## src/sv/mbm_pkg.sv

```systemverilog
// Shared types, codes and the CRC-16 step for the Modbus RTU master.
// No dependencies; the transaction engine refers to this package by scoped names.
package mbm_pkg;

	localparam int RX_BUFFER_BYTES_DEF = 32;
	localparam logic [15:0] CRC_SEED = 16'hFFFF;
	localparam logic [15:0] CRC_POLY = 16'hA001;
	// Address, function, byte count and the two CRC bytes around the payload.
	localparam int FRAME_OVERHEAD = 5;
	localparam int REQ_BYTES = 8;

	typedef enum logic [1:0] {
		OP_START = 2'd0,
		OP_BYTE  = 2'd1,
		OP_TICK  = 2'd2
	} op_t;

	typedef enum logic [1:0] {
		KIND_TX      = 2'd0,
		KIND_OK      = 2'd1,
		KIND_CRC_ERR = 2'd2,
		KIND_TIMEOUT = 2'd3
	} kind_t;

	typedef struct packed {
		op_t         operation;
		logic [7:0]  slave_id;
		logic [7:0]  function_code;
		logic [15:0] start_address;
		logic [15:0] register_count;
		logic [15:0] timeout_ticks;
		logic [7:0]  rx_byte;
	} cmd_t;

	typedef struct packed {
		kind_t       kind;
		logic [7:0]  tx_byte;
		logic        last;
		logic        header_match;
		logic [7:0]  byte_count;
		logic [31:0] data_word;
		logic [5:0]  frame_length;
	} rsp_t;

	// One byte of the reflected CRC-16, eight shift steps unrolled.
	function automatic logic [15:0] crc_feed(input logic [15:0] crc, input logic [7:0] b);
		logic [15:0] c;
		c = crc ^ {8'h00, b};
		for (int k = 0; k < 8; k++) begin
			if (c[0]) begin
				c = (c >> 1) ^ CRC_POLY;
			end else begin
				c = c >> 1;
			end
		end
		return c;
	endfunction

endpackage

```

## src/sv/mbm_stream_if.sv

```systemverilog
// Valid/ready channel carrying one item of a packed payload type.
// Used with mbm_pkg::cmd_t and mbm_pkg::rsp_t by the Modbus RTU master.
interface mbm_stream_if #(
	parameter type payload_t = logic
);
	logic     valid;
	logic     ready;
	payload_t data;

	modport source (output valid, output data, input ready);
	modport sink (input valid, input data, output ready);
endinterface

```

## src/sv/modbus_rtu_master_transaction.sv

```systemverilog
// Modbus RTU master transaction engine: builds a read request with its CRC-16 and checks
// the response. Depends on mbm_pkg and mbm_stream_if.
//
// Command items (start, received byte, millisecond tick) enter an input register and are
// processed at a rate of one per cycle while the response channel keeps up and no request
// burst runs. A received byte or a tick yields at most one response item (ok, CRC error or
// timeout) in the cycle after processing. A start yields eight transmit items, taken from
// a small request generator that feeds the request CRC one byte per cycle unless stalled;
// while that burst runs, the next command waits in the input register, so a start holds the
// output port for all eight request bytes. A stalled response holds the output register
// and, behind it, one command in the input register. Bytes beyond RX_BUFFER_BYTES, bytes
// and ticks while idle, and unknown operations are dropped without a response.
module modbus_rtu_master_transaction #(
	parameter int RX_BUFFER_BYTES = mbm_pkg::RX_BUFFER_BYTES_DEF
) (
	input logic         clk,
	input logic         arst_n,
	mbm_stream_if.sink  cmd,
	mbm_stream_if.source rsp
);

	localparam int CNT_W = $clog2(RX_BUFFER_BYTES + 1);
	localparam int IDX_W = (CNT_W > 6) ? CNT_W : 6;
	localparam int CMP_W = 9;

	// Input register.
	logic         valid_s1;
	mbm_pkg::cmd_t cmd_s1;

	// Output register and request generator.
	logic          out_valid_q;
	mbm_pkg::rsp_t out_q;
	logic          burst_active_q;
	logic [2:0]    burst_idx_q;
	logic [15:0]   tx_crc_q;
	logic [15:0]   req_addr_q;
	logic [15:0]   req_count_q;

	// Transaction state.
	logic             waiting_q;
	logic [IDX_W-1:0] rx_index_q;
	logic [7:0]       byte_count_q;
	logic [15:0]      running_crc_q;
	logic [15:0]      crc_hist_q;
	logic [7:0]       saved_slave_q;
	logic [7:0]       saved_function_q;
	logic [31:0]      payload_q;
	logic [15:0]      tick_q;
	logic [15:0]      timeout_q;
	logic             header_ok_q;

	logic out_free;
	logic proc;
	logic burst_step;
	logic is_start;

	// Next-state values of one processed command.
	logic             waiting_n;
	logic [IDX_W-1:0] rx_index_n;
	logic [7:0]       byte_count_n;
	logic [15:0]      running_crc_n;
	logic [15:0]      crc_hist_n;
	logic [31:0]      payload_n;
	logic [15:0]      tick_n;
	logic             header_ok_n;
	logic             rep_valid;
	mbm_pkg::kind_t   rep_kind;

	logic [7:0]    burst_byte;
	mbm_pkg::rsp_t rep_item;
	mbm_pkg::rsp_t tx_item;

	assign out_free   = !out_valid_q || rsp.ready;
	assign proc       = valid_s1 && out_free && !burst_active_q;
	assign burst_step = burst_active_q && out_free;
	assign is_start   = (cmd_s1.operation == mbm_pkg::OP_START);
	assign cmd.ready  = !valid_s1 || proc;
	assign rsp.valid  = out_valid_q;
	assign rsp.data   = out_q;

	always_comb begin
		logic [7:0]           b;
		logic [CMP_W-1:0]     expected;
		logic [15:0]          got;
		waiting_n     = waiting_q;
		rx_index_n    = rx_index_q;
		byte_count_n  = byte_count_q;
		running_crc_n = running_crc_q;
		crc_hist_n    = crc_hist_q;
		payload_n     = payload_q;
		tick_n        = tick_q;
		header_ok_n   = header_ok_q;
		rep_valid     = 1'b0;
		rep_kind      = mbm_pkg::KIND_TIMEOUT;
		b             = cmd_s1.rx_byte;
		expected      = '0;
		got           = '0;
		case (cmd_s1.operation)
			mbm_pkg::OP_START: begin
				waiting_n     = 1'b1;
				rx_index_n    = '0;
				byte_count_n  = '0;
				running_crc_n = mbm_pkg::CRC_SEED;
				crc_hist_n    = '0;
				payload_n     = '0;
				tick_n        = '0;
				header_ok_n   = 1'b0;
			end
			mbm_pkg::OP_BYTE: begin
				if (waiting_q && (rx_index_q < IDX_W'(RX_BUFFER_BYTES))) begin
					// The running CRC trails by two bytes so the last two are the check value.
					if (rx_index_q >= IDX_W'(2)) begin
						running_crc_n = mbm_pkg::crc_feed(running_crc_q, crc_hist_q[15:8]);
					end
					crc_hist_n = {crc_hist_q[7:0], b};
					if (rx_index_q == IDX_W'(0)) begin
						header_ok_n = (b == saved_slave_q);
					end else if (rx_index_q == IDX_W'(1)) begin
						header_ok_n = header_ok_q && (b == saved_function_q);
					end else if (rx_index_q == IDX_W'(2)) begin
						byte_count_n = b;
					end else if (rx_index_q == IDX_W'(3)) begin
						payload_n[31:24] = b;
					end else if (rx_index_q == IDX_W'(4)) begin
						payload_n[23:16] = b;
					end else if (rx_index_q == IDX_W'(5)) begin
						payload_n[15:8] = b;
					end else if (rx_index_q == IDX_W'(6)) begin
						payload_n[7:0] = b;
					end
					rx_index_n = rx_index_q + IDX_W'(1);
					expected = CMP_W'(mbm_pkg::FRAME_OVERHEAD) + {1'b0, byte_count_n};
					got = {crc_hist_n[7:0], crc_hist_n[15:8]};
					if ((rx_index_n >= IDX_W'(mbm_pkg::FRAME_OVERHEAD)) &&
					    (CMP_W'(rx_index_n) == expected)) begin
						rep_valid = 1'b1;
						rep_kind  = (got == running_crc_n) ? mbm_pkg::KIND_OK
						                                   : mbm_pkg::KIND_CRC_ERR;
						waiting_n = 1'b0;
					end
				end
			end
			mbm_pkg::OP_TICK: begin
				if (waiting_q) begin
					tick_n = (tick_q == 16'hFFFF) ? tick_q : tick_q + 16'd1;
					if (tick_n >= timeout_q) begin
						rep_valid = 1'b1;
						rep_kind  = mbm_pkg::KIND_TIMEOUT;
						waiting_n = 1'b0;
					end
				end
			end
			default: begin
			end
		endcase
	end

	always_comb begin
		rep_item              = '0;
		rep_item.kind         = rep_kind;
		rep_item.header_match = (rx_index_n >= IDX_W'(2)) && header_ok_n;
		rep_item.byte_count   = byte_count_n;
		rep_item.data_word    = payload_n;
		rep_item.frame_length = rx_index_n[5:0];
	end

	always_comb begin
		case (burst_idx_q)
			3'd1:    burst_byte = saved_function_q;
			3'd2:    burst_byte = req_addr_q[15:8];
			3'd3:    burst_byte = req_addr_q[7:0];
			3'd4:    burst_byte = req_count_q[15:8];
			3'd5:    burst_byte = req_count_q[7:0];
			3'd6:    burst_byte = tx_crc_q[7:0];
			3'd7:    burst_byte = tx_crc_q[15:8];
			default: burst_byte = saved_slave_q;
		endcase
	end

	// The first request byte comes straight from the start item, the rest from the burst.
	always_comb begin
		tx_item         = '0;
		tx_item.kind    = mbm_pkg::KIND_TX;
		tx_item.tx_byte = burst_active_q ? burst_byte : cmd_s1.slave_id;
		tx_item.last    = burst_active_q && (burst_idx_q == 3'(mbm_pkg::REQ_BYTES - 1));
	end

	// Control and transaction state.
	always_ff @(posedge clk or negedge arst_n) begin
		if (!arst_n) begin
			valid_s1         <= 1'b0;
			out_valid_q      <= 1'b0;
			burst_active_q   <= 1'b0;
			burst_idx_q      <= '0;
			tx_crc_q         <= mbm_pkg::CRC_SEED;
			waiting_q        <= 1'b0;
			rx_index_q       <= '0;
			byte_count_q     <= '0;
			running_crc_q    <= mbm_pkg::CRC_SEED;
			crc_hist_q       <= '0;
			saved_slave_q    <= '0;
			saved_function_q <= '0;
			payload_q        <= '0;
			tick_q           <= '0;
			timeout_q        <= '0;
			header_ok_q      <= 1'b0;
		end else begin
			if (cmd.valid && cmd.ready) begin
				valid_s1 <= 1'b1;
			end else if (proc) begin
				valid_s1 <= 1'b0;
			end

			if (proc) begin
				waiting_q     <= waiting_n;
				rx_index_q    <= rx_index_n;
				byte_count_q  <= byte_count_n;
				running_crc_q <= running_crc_n;
				crc_hist_q    <= crc_hist_n;
				payload_q     <= payload_n;
				tick_q        <= tick_n;
				header_ok_q   <= header_ok_n;
				if (is_start) begin
					saved_slave_q    <= cmd_s1.slave_id;
					saved_function_q <= cmd_s1.function_code;
					timeout_q        <= cmd_s1.timeout_ticks;
				end
			end

			if (proc && is_start) begin
				out_valid_q    <= 1'b1;
				burst_active_q <= 1'b1;
				burst_idx_q    <= 3'd1;
				tx_crc_q       <= mbm_pkg::crc_feed(mbm_pkg::CRC_SEED, cmd_s1.slave_id);
			end else if (proc && rep_valid) begin
				out_valid_q <= 1'b1;
			end else if (burst_step) begin
				out_valid_q <= 1'b1;
				burst_idx_q <= burst_idx_q + 3'd1;
				if (burst_idx_q < 3'd6) begin
					tx_crc_q <= mbm_pkg::crc_feed(tx_crc_q, burst_byte);
				end
				if (burst_idx_q == 3'd7) begin
					burst_active_q <= 1'b0;
				end
			end else if (rsp.ready) begin
				out_valid_q <= 1'b0;
			end
		end
	end

	// Payload registers.
	always_ff @(posedge clk) begin
		if (cmd.valid && cmd.ready) begin
			cmd_s1 <= cmd.data;
		end
		if (proc && is_start) begin
			req_addr_q  <= cmd_s1.start_address;
			req_count_q <= cmd_s1.register_count;
			out_q       <= tx_item;
		end else if (proc && rep_valid) begin
			out_q <= rep_item;
		end else if (burst_step) begin
			out_q <= tx_item;
		end
	end

endmodule
```

## src/flat_wrapper.sv

```systemverilog
// flat-port wrapper written by rule: the top's interface ports become plain ports
module modbus_rtu_master_transaction_flat 
#(
	parameter int RX_BUFFER_BYTES = mbm_pkg::RX_BUFFER_BYTES_DEF
)
  (clk, arst_n, cmd_valid, cmd_data, cmd_ready, rsp_valid, rsp_data, rsp_ready);
  mbm_stream_if cmd_i ();
  mbm_stream_if rsp_i ();
  input logic clk;
  input logic arst_n;
  input wire logic [$bits(cmd_i.valid)-1:0] cmd_valid;
  input wire logic [$bits(cmd_i.data)-1:0] cmd_data;
  output wire logic [$bits(cmd_i.ready)-1:0] cmd_ready;
  output wire logic [$bits(rsp_i.valid)-1:0] rsp_valid;
  output wire logic [$bits(rsp_i.data)-1:0] rsp_data;
  input wire logic [$bits(rsp_i.ready)-1:0] rsp_ready;
  assign cmd_i.valid = cmd_valid;
  assign cmd_i.data = cmd_data;
  assign cmd_ready = cmd_i.ready;
  assign rsp_valid = rsp_i.valid;
  assign rsp_data = rsp_i.data;
  assign rsp_i.ready = rsp_ready;
  modbus_rtu_master_transaction #(.RX_BUFFER_BYTES(RX_BUFFER_BYTES)) u_core (.clk(clk), .arst_n(arst_n), .cmd(cmd_i), .rsp(rsp_i));
endmodule
```

## config.mk

```make
export PLATFORM = sky130hd
export DESIGN_NAME = modbus_rtu_master_transaction_flat
export DESIGN_NICKNAME = d
export VERILOG_FILES = /design/src/sv/mbm_pkg.sv /design/src/sv/mbm_stream_if.sv /design/src/sv/modbus_rtu_master_transaction.sv /design/src/flat_wrapper.sv
export SDC_FILE = /design/constraint.sdc
export NUM_CORES = 1
export LEC_CHECK = 0
export BUFFER_PORTS_ARGS = -buffer_cell sky130_fd_sc_hd__buf_4
export CAP_MARGIN = 20
export CORE_AREA = 2 2 39 41
export DETAILED_ROUTE_END_ITERATION = 16
export DIE_AREA = 0 0 41 43
export PLACE_DENSITY = 0.46
export SYNTH_ARGS = -nofsm -noshare
export SYNTH_HDL_FRONTEND = slang
export SYNTH_SLANG_ARGS = --single-unit
```

## constraint.sdc

```tcl
create_clock -name clk -period 2.25 [get_ports clk]
set_input_delay 0.1125 -clock clk [delete_from_list [all_inputs] [get_ports clk]]
set_output_delay 0.1125 -clock clk [all_outputs]
set_load 0.05 [all_outputs]
```

==> Word-level counts from Yosys, hierarchy flattened <==
Cells that the tools add are included.
{ "totals": {"in_bits": 5, "regBits": 7, "elab_cells": 32, "output_inout_bits": 3} }
{ "classes": {"reduce_logical": 14, "n_mux": 11, "addsub": 1, "eq_ne": 1} }
{ "ops": {"columns": ["op", "count"], "rows": [
  ["1-bit two-way mux", 9],
  ["3-bit two-way mux", 2],
  ["2-bit nonzero test", 3],
  ["1-bit logical AND", 4],
  ["4-bit nonzero test", 1],
  ["3-bit by 1-bit adder with 3-bit output, second input constant", 1],
  ["3-bit == test, second input constant", 1],
  ["1-bit zero test", 3],
  ["1-bit logical OR", 2],
  ["2-bit AND reduction", 1]
]} }

==> Longest topological paths before layout <==
{ "depth": {"depth_word": 7, "depth_mapped": 3, "ltp_nobuf": 3} }

==> Least setup slack after synthesis <==
OpenSTA, ideal clock, no wires.
{ "synth_path": {"path_kind": "register -> register", "start": "register u_core.out_valid_q (netlist: u_core.rsp.valid)", "end": "register u_core.valid_s1", "path_buffers": 0, "synth_period_minus_slack_ns": 1.784, "arrival_ns": 1.625, "path_slack_ns": 0.466, "required_ns": 2.091, "setup_ns": 0.159, "stages_incl_launch_ff": 4, "cell_sequence": "dfrtp_1 -> nor2b_1 -> o21ai_1 -> nand2b_1"} }
{ "synth_between": {"elab_chain_len": 7, "elab_cells_between_ends": 8, "classes_between": "1 x mux; 7 x reduce/logical"} }
{ "synth_rtl": {"columns": ["item", "line", "text"], "rows": [
  ["start, declared", "modbus_rtu_master_transaction.sv:31", "logic out_valid_q;"],
  ["start signal, assigned", "modbus_rtu_master_transaction.sv:192", "out_valid_q <= 1'b0;"],
  ["start signal, assigned", "modbus_rtu_master_transaction.sv:231", "out_valid_q <= 1'b1;"],
  ["start signal, assigned", "modbus_rtu_master_transaction.sv:236", "out_valid_q <= 1'b1;"],
  ["1-bit zero test (*)", "modbus_rtu_master_transaction.sv:73", "assign out_free = !out_valid_q || rsp.ready;"],
  ["1-bit logical OR (*)", "modbus_rtu_master_transaction.sv:73", null],
  ["1-bit logical AND (*) (2 in a row)", "modbus_rtu_master_transaction.sv:74", "assign proc = valid_s1 && out_free && !burst_active_q;"],
  ["1-bit logical OR (*)", "modbus_rtu_master_transaction.sv:77", "assign cmd.ready = !valid_s1 || proc;"],
  ["net cmd_ready", "flat_wrapper.sv:13", "output wire logic [$bits(cmd_i.ready)-1:0] cmd_ready;"],
  ["1-bit logical AND (*)", "modbus_rtu_master_transaction.sv:208", "if (cmd.valid && cmd.ready) begin"],
  ["1-bit two-way mux / 2-bit nonzero test (equally long branches)", null, null],
  ["end signal, assigned", "modbus_rtu_master_transaction.sv:191", "valid_s1 <= 1'b0;"],
  ["end signal, assigned", "modbus_rtu_master_transaction.sv:209", "valid_s1 <= 1'b1;"],
  ["end signal, assigned", "modbus_rtu_master_transaction.sv:211", "valid_s1 <= 1'b0;"],
  ["end, declared", "modbus_rtu_master_transaction.sv:27", "logic valid_s1;"]
]} }
The timed path passes the listed nets; every way through them passes the cells marked *.
A chain may end at the register's enable or synchronous reset.

==> Worst setup path in the final report <==
{ "layout_path": {"start": "register u_core.out_valid_q (netlist: u_core.rsp.valid)", "end": "output port cmd_ready"} }
{ "layout_between": {"elab_chain_len": 5} }
{ "layout_rtl": {"columns": ["item", "line"], "rows": [
  ["1-bit zero test", "modbus_rtu_master_transaction.sv:73"],
  ["1-bit logical OR", "modbus_rtu_master_transaction.sv:73"],
  ["1-bit logical AND (2 in a row)", "modbus_rtu_master_transaction.sv:74"],
  ["1-bit logical OR", "modbus_rtu_master_transaction.sv:77"],
  ["end, declared", "flat_wrapper.sv:13"]
]} }
Every way passes these cells.

==> results.sh <==
export IMPL_hold_path_startpoint="cmd_valid"
export IMPL_antenna_found_initial=0
export IMPL_die_y_microns=43
export IMPL_finalNetCount=40
export IMPL_crit_buf_inv=1
export IMPL_final_area_sq_um=355
export IMPL_ys_types=15
export IMPL_power_frac_seq=0.455
export IMPL_cts_resized=0
export IMPL_dpl_cell_area_sq_um=323
export IMPL_first_pass_iters=4
export IMPL_r2r_end="u_core.burst_idx_q[2]"
export IMPL_fin_crit_sh=0.575
export IMPL_path_cells="nor2b_1 > o21ai_1 > buf_4"
export IMPL_syn_nets=30
export IMPL_mappedNetlistArea_sq_um=273
export IMPL_post_drt_wl_per_cell_microns=10.6
export IMPL_synth_seq_cells=6
export IMPL_timing_hold_violations_final=0
export IMPL_io_pins=8
export IMPL_rr_startpoint="u_core.burst_idx_q[0]"
export IMPL_synth_compound_area_frac=0.202
export IMPL_syn_avg_cell_area_sq_um=11.9
export IMPL_crit_arrival_ns=1.18
export IMPL_synth_simple_area_share=0.101
export IMPL_max_vdd_ir_drop_mv=0.265
export IMPL_register_area_sq_um=150
export IMPL_fillers=153
export IMPL_yosys_warnings=0
export IMPL_fmax_mhz=773
export IMPL_fin_worst_skew_ns=0.00656
export IMPL_post_cts_buffers=0
export IMPL_final_setup_tns_ns=0
export IMPL_cp_depth=3
export IMPL_numPortBuffers=5
export IMPL_clkLatencyLatePin_ns=0.25
export IMPL_swShare=0.310
export IMPL_powerDensity_nw_per_um2=956
export IMPL_cts_buffers=3
export IMPL_drv_slew=0
export IMPL_reg2reg_slack_ns=1.03
export IMPL_wl_microns=496
export IMPL_coreArea_sq_um=1380
export IMPL_clock_root_buffer="clkbuf_4"
export IMPL_endpoint_kind="output pin"
export IMPL_final_antenna_net_count=0
export IMPL_grt_max_degree=9
export IMPL_drt_iter0_markers=4
export IMPL_grt_overflow_total=0
export IMPL_rows=14
export IMPL_power_total_w=0.000340
export IMPL_die_area_sq_um=1760
export IMPL_slowest_delay_ns=0.39
export IMPL_setup_viol=0
export IMPL_start_util=0.197
export IMPL_synth_top_family_by_area="compound AO/OA/AOI/OAI gates"
export IMPL_p_leak_nw=0.156
export IMPL_required_ns=2.14
export IMPL_grt_pass1_vias=203
export IMPL_drc=0
export IMPL_comb_power_share=0.235
export IMPL_synth_seq_area_share=0.550
export IMPL_synth_adder_area_share=0.0917
export IMPL_power_switching_w=0.000105
export IMPL_r2r_cells=3
export IMPL_die_width_microns=41
export IMPL_muxShareOfSynthArea=0
export IMPL_clk_pin_slew_ns=0.05
export IMPL_critPathLaunch="u_core.rsp.valid"
export IMPL_hold_class="input pin to flop"
export IMPL_drive_above_1_share=0.323
export IMPL_power_internal_w=0.000234
export IMPL_cp_endpoint="cmd_ready"
export IMPL_crit_family="flip-flops"
export IMPL_pwr_share_clk=0.309
export IMPL_yosys_area_share_xor_xnor=0
export IMPL_gp_congestion=0.716
export IMPL_cp_slowest_cell="dfrtp_1"
export IMPL_clockBufferDepth=2
export IMPL_multi_input_area_sq_um=111
export IMPL_rsz0062_at_grt="false"
export IMPL_critPathLaunchType="flop"
export IMPL_synthCells=23
export IMPL_period_needed_ns=1.29
export IMPL_outcome="complete, no violations"
export IMPL_worstSetupPathType="flop to output pin"
export IMPL_cts_tree="built"
export IMPL_hpwl_microns=366
export IMPL_path_max_fanout=3
export IMPL_antenna_cells=0
export IMPL_vias_per_cell=4.45
export IMPL_cts_sinks=6
export IMPL_grt_pass1_wl_microns=848
export IMPL_drv_cap=0
export IMPL_dr_total_vias=209
export IMPL_area_growth_pct=30.3
export IMPL_grt_total_usage=0.0809
export IMPL_h_tree_depth=1
[worst min-delay path by stage]
stage                             to  slack [ns]  cells past startpoint
6_report             u_core.valid_s1        0.05                      2
5_1_grt              u_core.valid_s1        0.07                      2
4_1_cts              u_core.valid_s1        0.04                      2
3_5_place_dp   u_core.burst_idx_q[0]       -0.07                      1
3_3_place_gp   u_core.burst_idx_q[0]       -0.08                      1
2_1_floorplan  u_core.burst_active_q       -0.18                      0
[area by class of cell]
type | count | area share
repair buffers | 6 | 0.134
well taps | 16 | 0.0563
inverters | 1 | 0.0106
multi-input cells | 15 | 0.313
clock buffers | 3 | 0.0634
flip-flops and latches | 6 | 0.423
[placed cells by master, fill, tap and decap left out]
| cell | n |
|---|---|
| a21oi_1 | 1 |
| a31oi_1 | 1 |
| a32o_1 | 2 |
| buf_4 | 5 |
| clkbuf_4 | 3 |
| conb_1 | 1 |
| dfrtp_1 | 6 |
| dlygate4sd3_1 | 1 |
| ha_1 | 2 |
| inv_1 | 1 |
| nand2b_1 | 1 |
| nand2b_2 | 1 |
| nor2b_1 | 1 |
| o21ai_0 | 2 |
| o21ai_1 | 1 |
| o21ai_2 | 1 |
| or3_1 | 1 |
[sequential cells by signal, summed over array words and instances, names as in the netlist]
signal	count
u_core.burst_active_q	1
u_core.burst_idx_q	3
u_core.rsp.valid	1
u_core.valid_s1	1
[worst reg2reg max path, stage by stage (launching register included)]
cell and delay [ns]:
dfrtp_1 0.39, ha_1 0.21, ha_1 0.29, a32o_1 0.21
[layer usage]
layer,vias up,global-route usage,part of all wire
li1,97,-,-
met1,99,0.105,0.42
met2,10,0.0750,0.43
met3,3,0.0471,0.089
met4,0,0.100,0.054
met5,-,0,0
[cell families (layout without fill, tap and decap cells)]
| kind of cell | Yosys count | in the layout |
|---|---|---|
| other cells | 1 | 1 |
| compound gates | 8 | 8 |
| buf+inv | 2 | 10 |
| simple gates | 4 | 4 |
| fa+ha+maj | 2 | 2 |
| flops | 6 | 6 |
[through the flow]
step | hold WS, ns | util | worst slack (ns) | instances
after floorplan | -0.183 | - | 0.466 | 23
after global placement | -0.0754 | 0.233 | 1.05 | 43
after detailed placement | -0.0747 | 0.233 | 1.03 | 43
after CTS | 0.0428 | 0.257 | 0.942 | 47
after global routing | 0.0708 | 0.257 | 0.857 | 47
final | 0.0469 | 0.257 | 0.957 | 47
[power by group through the flow]
| stage | sequential, W | clock [W] | combinational (W) |
|---|---|---|---|
| floorplan | 0.000152 | 0 | 0.0000608 |
| global placement | 0.000155 | 0 | 0.0000758 |
| detailed placement | 0.000157 | 0 | 0.0000810 |
| CTS | 0.000155 | 0.000110 | 0.0000816 |
| global route | 0.000159 | 0.000112 | 0.0000902 |
| finish | 0.000155 | 0.000105 | 0.0000800 |
[synthesized netlist by cell type]
cell / number / area (sq um)
o21ai_2: 1 / 8.76
nand2b_2: 1 / 8.76
o21ai_0: 2 / 10.0
inv_1: 1 / 3.75
nand2b_1: 1 / 6.26
nor2b_1: 1 / 6.26
buf_4: 1 / 7.51
a31oi_1: 1 / 6.26
a32o_1: 2 / 20.0
o21ai_1: 1 / 5.00
or3_1: 1 / 6.26
ha_1: 2 / 25.0
conb_1: 1 / 3.75
dfrtp_1: 6 / 150
a21oi_1: 1 / 5.00
[timing repair]
action / CTS / global route
endpoints found under the setup margin: 0 / 0
hold endpoints to repair: 6 / 0
hold buffers: 1 / 0
Power figures use the tool's default switching activity.
